$ cat src/rtl/btpc_pkg.sv
// Shared types, constants and fixed-point helpers for the barometer compensation block.
package btpc_pkg;

    // Calibration words as unpacked from the configuration registers.
    typedef struct packed {
        logic [15:0] t1;
        logic [15:0] t2;
        logic [15:0] t3;
        logic [15:0] p1;
        logic [15:0] p2;
        logic [15:0] p3;
        logic [15:0] p4;
        logic [15:0] p5;
        logic [15:0] p6;
        logic [15:0] p7;
        logic [15:0] p8;
        logic [15:0] p9;
    } t_cal;

    // Data that rides alongside the pressure through the divider.
    typedef struct packed {
        logic [31:0] temp;
        logic        pvalid;
    } t_side;

    // One finished result.
    typedef struct packed {
        logic [31:0] temp;
        logic [31:0] pres;
        logic        pvalid;
    } t_res;

    localparam int unsigned QuoBits = 64;

    localparam logic [1:0] RegTcal  = 2'd0;
    localparam logic [1:0] RegPlo   = 2'd1;
    localparam logic [1:0] RegPhi   = 2'd2;
    localparam logic [1:0] RegPlast = 2'd3;

    localparam logic signed [33:0] FineOffset = 34'sd128000;
    localparam logic signed [63:0] PresBias   = 64'sh0000_8000_0000_0000;
    localparam logic [20:0]        RawFull    = 21'd1048576;
    localparam logic signed [16:0] PresScale  = 17'sd3125;

    function automatic logic signed [16:0] sx17(input logic [15:0] v);
        return $signed({v[15], v});
    endfunction

    function automatic logic signed [63:0] sx64(input logic [15:0] v);
        return $signed({{48{v[15]}}, v});
    endfunction

    // Low 64 bits of a 64 by 17 bit signed product.
    function automatic logic signed [63:0] mul64x17(input logic signed [63:0] a,
                                                    input logic signed [16:0] b);
        logic signed [80:0] p;
        p = a * b;
        return $signed(p[63:0]);
    endfunction

    // Signed division by 2^k that truncates toward zero.
    function automatic logic signed [31:0] sdiv32(input logic signed [31:0] x,
                                                  input int unsigned k);
        logic [31:0] bias;
        logic [31:0] s;
        bias = x[31] ? ((32'd1 << k) - 32'd1) : 32'd0;
        s    = x + bias;
        return $signed(s) >>> k;
    endfunction

    function automatic logic signed [63:0] sdiv64(input logic signed [63:0] x,
                                                  input int unsigned k);
        logic [63:0] bias;
        logic [63:0] s;
        bias = x[63] ? ((64'd1 << k) - 64'd1) : 64'd0;
        s    = x + bias;
        return $signed(s) >>> k;
    endfunction

endpackage

$ cat src/rtl/btpc_outbuf.sv
// Output register with one skid entry; it holds the pipeline when both are full.
module btpc_outbuf (
    input  logic              i_clk,
    input  logic              i_rst_n,
    input  logic              i_valid,
    input  btpc_pkg::t_res    i_res,
    output logic              o_en,
    output logic              o_valid,
    output btpc_pkg::t_res    o_res,
    input  logic              i_stall
);
    import btpc_pkg::*;

    logic r_o_v, r_s_v;
    t_res r_o, r_s;
    logic push;

    assign o_en = !r_s_v;
    assign push = i_valid && !r_s_v;

    always_ff @(posedge i_clk) begin
        if (!i_rst_n) begin
            r_o_v <= 1'b0;
            r_s_v <= 1'b0;
        end else if (!r_o_v || !i_stall) begin
            if (r_s_v) begin
                r_o_v <= 1'b1;
                r_s_v <= 1'b0;
            end else begin
                r_o_v <= push;
            end
        end else if (push) begin
            r_s_v <= 1'b1;
        end
    end

    always_ff @(posedge i_clk) begin
        if (!r_o_v || !i_stall) begin
            r_o <= r_s_v ? r_s : i_res;
        end else if (push) begin
            r_s <= i_res;
        end
    end

    assign o_valid = r_o_v;
    assign o_res   = r_o;
endmodule
$ cat config.mk
export PLATFORM = sky130hd
export DESIGN_NAME = btpc_outbuf
export DESIGN_NICKNAME = d
export VERILOG_FILES = /design/src/rtl/btpc_pkg.sv /design/src/rtl/btpc_outbuf.sv
export SDC_FILE = /design/constraint.sdc
export NUM_CORES = 1
export LEC_CHECK = 0
export BUFFER_PORTS_ARGS = -buffer_cell sky130_fd_sc_hd__buf_2
export CAP_MARGIN = 20
export CORE_MARGIN = 2
export CORE_UTILIZATION = 50
export CTS_BUF_LIST = sky130_fd_sc_hd__clkbuf_4
export DETAILED_ROUTE_END_ITERATION = 12
export PLACE_DENSITY = 0.84
export REMOVE_ABC_BUFFERS = 1
export SLEW_MARGIN = 20
export SYNTH_ARGS = -nofsm -noshare
export SYNTH_HDL_FRONTEND = slang
export SYNTH_SLANG_ARGS = --single-unit
$ cat constraint.sdc
create_clock -name i_clk -period 12.9 [get_ports i_clk]
set_input_delay 3.87 -clock i_clk [delete_from_list [all_inputs] [get_ports i_clk]]
set_output_delay 3.87 -clock i_clk [all_outputs]
set_load 0.005 [all_outputs]
==> qor.csv <==
metric,value,unit
outcome,completed,
cell at the root of the clock tree,sky130_fd_sc_hd__clkbuf_4,
first-pass GRT wire length,11.9,mm
largest buffer count on any clock path,2,
post-synthesis adder-cell area fraction,0,%
Total Negative Setup Slacks,0,ns
"sum of internal, switching and leakage power",0.832,mW
Placed Area,5640,um2
area of all placed cells without fillers,5930,um2
proportion of register bits with asynchronous set or reset after synthesis,0,%
Pre-antenna DRT Iters,4,
reported leakage power,2.28,nW
most frequent cells after synthesis,"sky130_fd_sc_hd__edfxtp_1 (130), sky130_fd_sc_hd__mux2_2 (48), sky130_fd_sc_hd__mux2_4 (17), sky130_fd_sc_hd__buf_2 (4)",
worst-path cell with the longest stage delay,sky130_fd_sc_hd__dfxtp_4,
post-CTS setup buffer count,0,
portion of the post-synthesis area used by sequential elements,81.3,%
vias per cell,4.88,
count of final max-slew check failures,0,
antenna-violating nets left,0,
layout-stage area growth over the synthesis result,22.3,%
DRC Markers,0,
average instance area after synthesis,23.0,um2
GR Util met2,24.3,%
total area of multi-input combinational cells,838,um2
Mapped Cells,211,
period utilization,43.9,%
clock input transition at the sequential cells of the worst setup and hold paths,0.10,ns
fraction of synthesized area in multiplexers,16.4,%
met3 capacity usage during global routing,7.53,%
"synthesized-area fraction occupied by ao, oa, aoi and oai cells",0.155,%
cell type group with the largest total delay on the critical path,flip-flops,
list of cells traversed by the critical path,"inv_1, buf_2",
vertical die dimension,102,um
minimum clock period after layout,5.66,ns
detailed-route via count,2442,
peak ir drop on the vdd network,0.0750,mV
number of buffers added by the clock tree synthesis step,17,
min-delay worst type,flip-flop to flip-flop,
Max Clock Freq,177,MHz
global-route layer with the greatest usage,met2,
worst setup path class,flip-flop to output pin,
maximum number of pins on one net before global-route repair,69,
Critical Path RT,9.03,ns
number of antenna violations at the first check in global routing,0,
top fanout value on the critical path,68,
arrival time of data at the critical path endpoint,1.79,ns
largest cells by area after synthesis,"sky130_fd_sc_hd__edfxtp_1 (80%), sky130_fd_sc_hd__mux2_2 (11%), sky130_fd_sc_hd__mux2_4 (5.3%)",
count of antenna diodes in the layout,0,
number of max-capacitance violations reported,0,
die boundary width,102,um
"post-synthesis share of cell area spent on and, or, nand and nor gates",0.464,%
vias in the first global route,2419,
synthesized flop and latch total,132,
top-level I/O count,136,
Routed WL per cell,16.0,um
Detailed Route Iter0 Violations,85,
post-synth cell types,13,
sum of buffers and inverters on the critical path,2,
clock insertion delay at the later pin of the skew report,0.48,ns
nature of the critical path startpoint,flip-flop,
synthesized area,4850,um2
Tightest Pin Transition,1.00,ns
"EDFF count, synth",130,
GR Overflow Total,0,
skew final,0.0198,ns
Storage cell area,3950,um2
Detail Placement HPWL,5.13,mm
synthesis warning total,0,
final-report hold violation count,0,
Slew headroom,33.1,%
largest family of logic cells by synthesized area,multiplexers,
Initial Utilization,52.0,%
fraction of layout instances using a drive strength above 1,63.1,%
largest incremental delay on the critical path,1.00,ns
power per standard cell area,140,nW/um2
number of setup violations in the final report,0,
cell accounting for the most synthesized area,sky130_fd_sc_hd__edfxtp_1,
CP endpoint kind,output pin,
Clock H-tree levels,4,
final weighted congestion in routability-driven placement,0.717,
CORE AREA,9330,um2
count of hold-fix buffers inserted at cts,0,
ys flop type,sky130_fd_sc_hd__edfxtp_1,
Cell Rows,35,
die area,10500,um2
clk sinks,132,
total of fill cells in the finished design,683,
RSZ-0062 raised after global routing,no,
total wirelength of the detailed-routed design,7.98,mm
worst setup slack before clock tree synthesis,7.16,ns
# port buffers,135,
met1 global-route usage,19.3,%
Total Routing Usage GR,15.7,%
# resized after CTS,0,
portion of synthesized cell area occupied by the leading cell type,80.5,%
number of nets in the layout,428,
xor/xnor share of the synthesized area,0,%
most repeated cell in the gate-level netlist after synthesis,sky130_fd_sc_hd__edfxtp_1,
CTS tree,done,
min setup slack post-route,7.24,ns
==> logic make-up after synthesis <==
kind of cell	count (synthesis)
DFF	132
buffers and inverters	9
and+or+nand+nor	4
AOI/OAI and AO/OA	1
muxes	65
==> stage by stage <==
| step | cells | utilization, % | hold WS (ns) |
|---|---|---|---|
| after detailed placement | 469 | 60.5 | 0.534 |
| final | 500 | 63.6 | 0.554 |
| after CTS | 500 | 63.6 | 0.558 |
| after global routing | 500 | 63.6 | 0.567 |
| after floorplan | 203 | - | 0.523 |
| after global placement | 469 | 60.5 | 0.529 |
==> path summary, 6_finish.rpt <==
check	startpoint	end	depth (start not counted)	slack, ns
hold / removal	r_s[28]$_DFFE_PP_	o_res[28]$_DFFE_PP_	1	0.55
setup / recovery	r_s_v$_SDFFE_PP0P_	o_en	2	7.24
hold reg to reg	r_s[28]$_DFFE_PP_	o_res[28]$_DFFE_PP_	1	0.55
setup reg to reg	o_valid$_SDFFE_PN0P_	r_s[36]$_DFFE_PP_	3	10.75
==> state kept, by name, indices dropped and copies added (netlist names) <==
register	cells
o_res	65
r_s_v	1
o_valid	1
r_s	65
==> power by group <==
group / internal, mW / switching (mW) / total [mW]
Combinational: 0.0298 / 0.0233 / 0.0531
Clock: 0.133 / 0.144 / 0.276
Sequential: 0.495 / 0.00746 / 0.502
==> layer usage <==
layer | vias up | part of all wire, %
met3 | 7 | 7.5
met4 | 0 | 0.66
met5 | - | 0
met2 | 105 | 50
li1 | 1143 | -
met1 | 1187 | 41
==> cell usage in the layout, fill, tap and decap left out <==
master                       instances
sky130_fd_sc_hd__nand2_4             1
sky130_fd_sc_hd__inv_1               1
sky130_fd_sc_hd__clkinv_4            3
sky130_fd_sc_hd__nor3b_2             1
sky130_fd_sc_hd__dfxtp_1             1
sky130_fd_sc_hd__buf_2             135
sky130_fd_sc_hd__buf_4               2
sky130_fd_sc_hd__clkinvlp_4          2
sky130_fd_sc_hd__bufinv_16           3
sky130_fd_sc_hd__clkinv_2            3
sky130_fd_sc_hd__edfxtp_1          130
sky130_fd_sc_hd__clkinv_1            2
sky130_fd_sc_hd__nor3b_1             1
sky130_fd_sc_hd__mux2_4             17
sky130_fd_sc_hd__clkbuf_4           17
sky130_fd_sc_hd__mux2_2             48
sky130_fd_sc_hd__nor2_1              1
sky130_fd_sc_hd__dfxtp_4             1
sky130_fd_sc_hd__a21boi_0            1
sky130_fd_sc_hd__inv_6               1
==> area by class of cell <==
class,instances,area share (%)
flip-flops and latches,132,66.5
multi-input cells,70,14.1
repair buffers,137,11.6
clock inverters,14,2.74
well taps,129,2.72
clock buffers,17,2.15
inverters,1,0.0633
(Power assumes the default switching activity.)
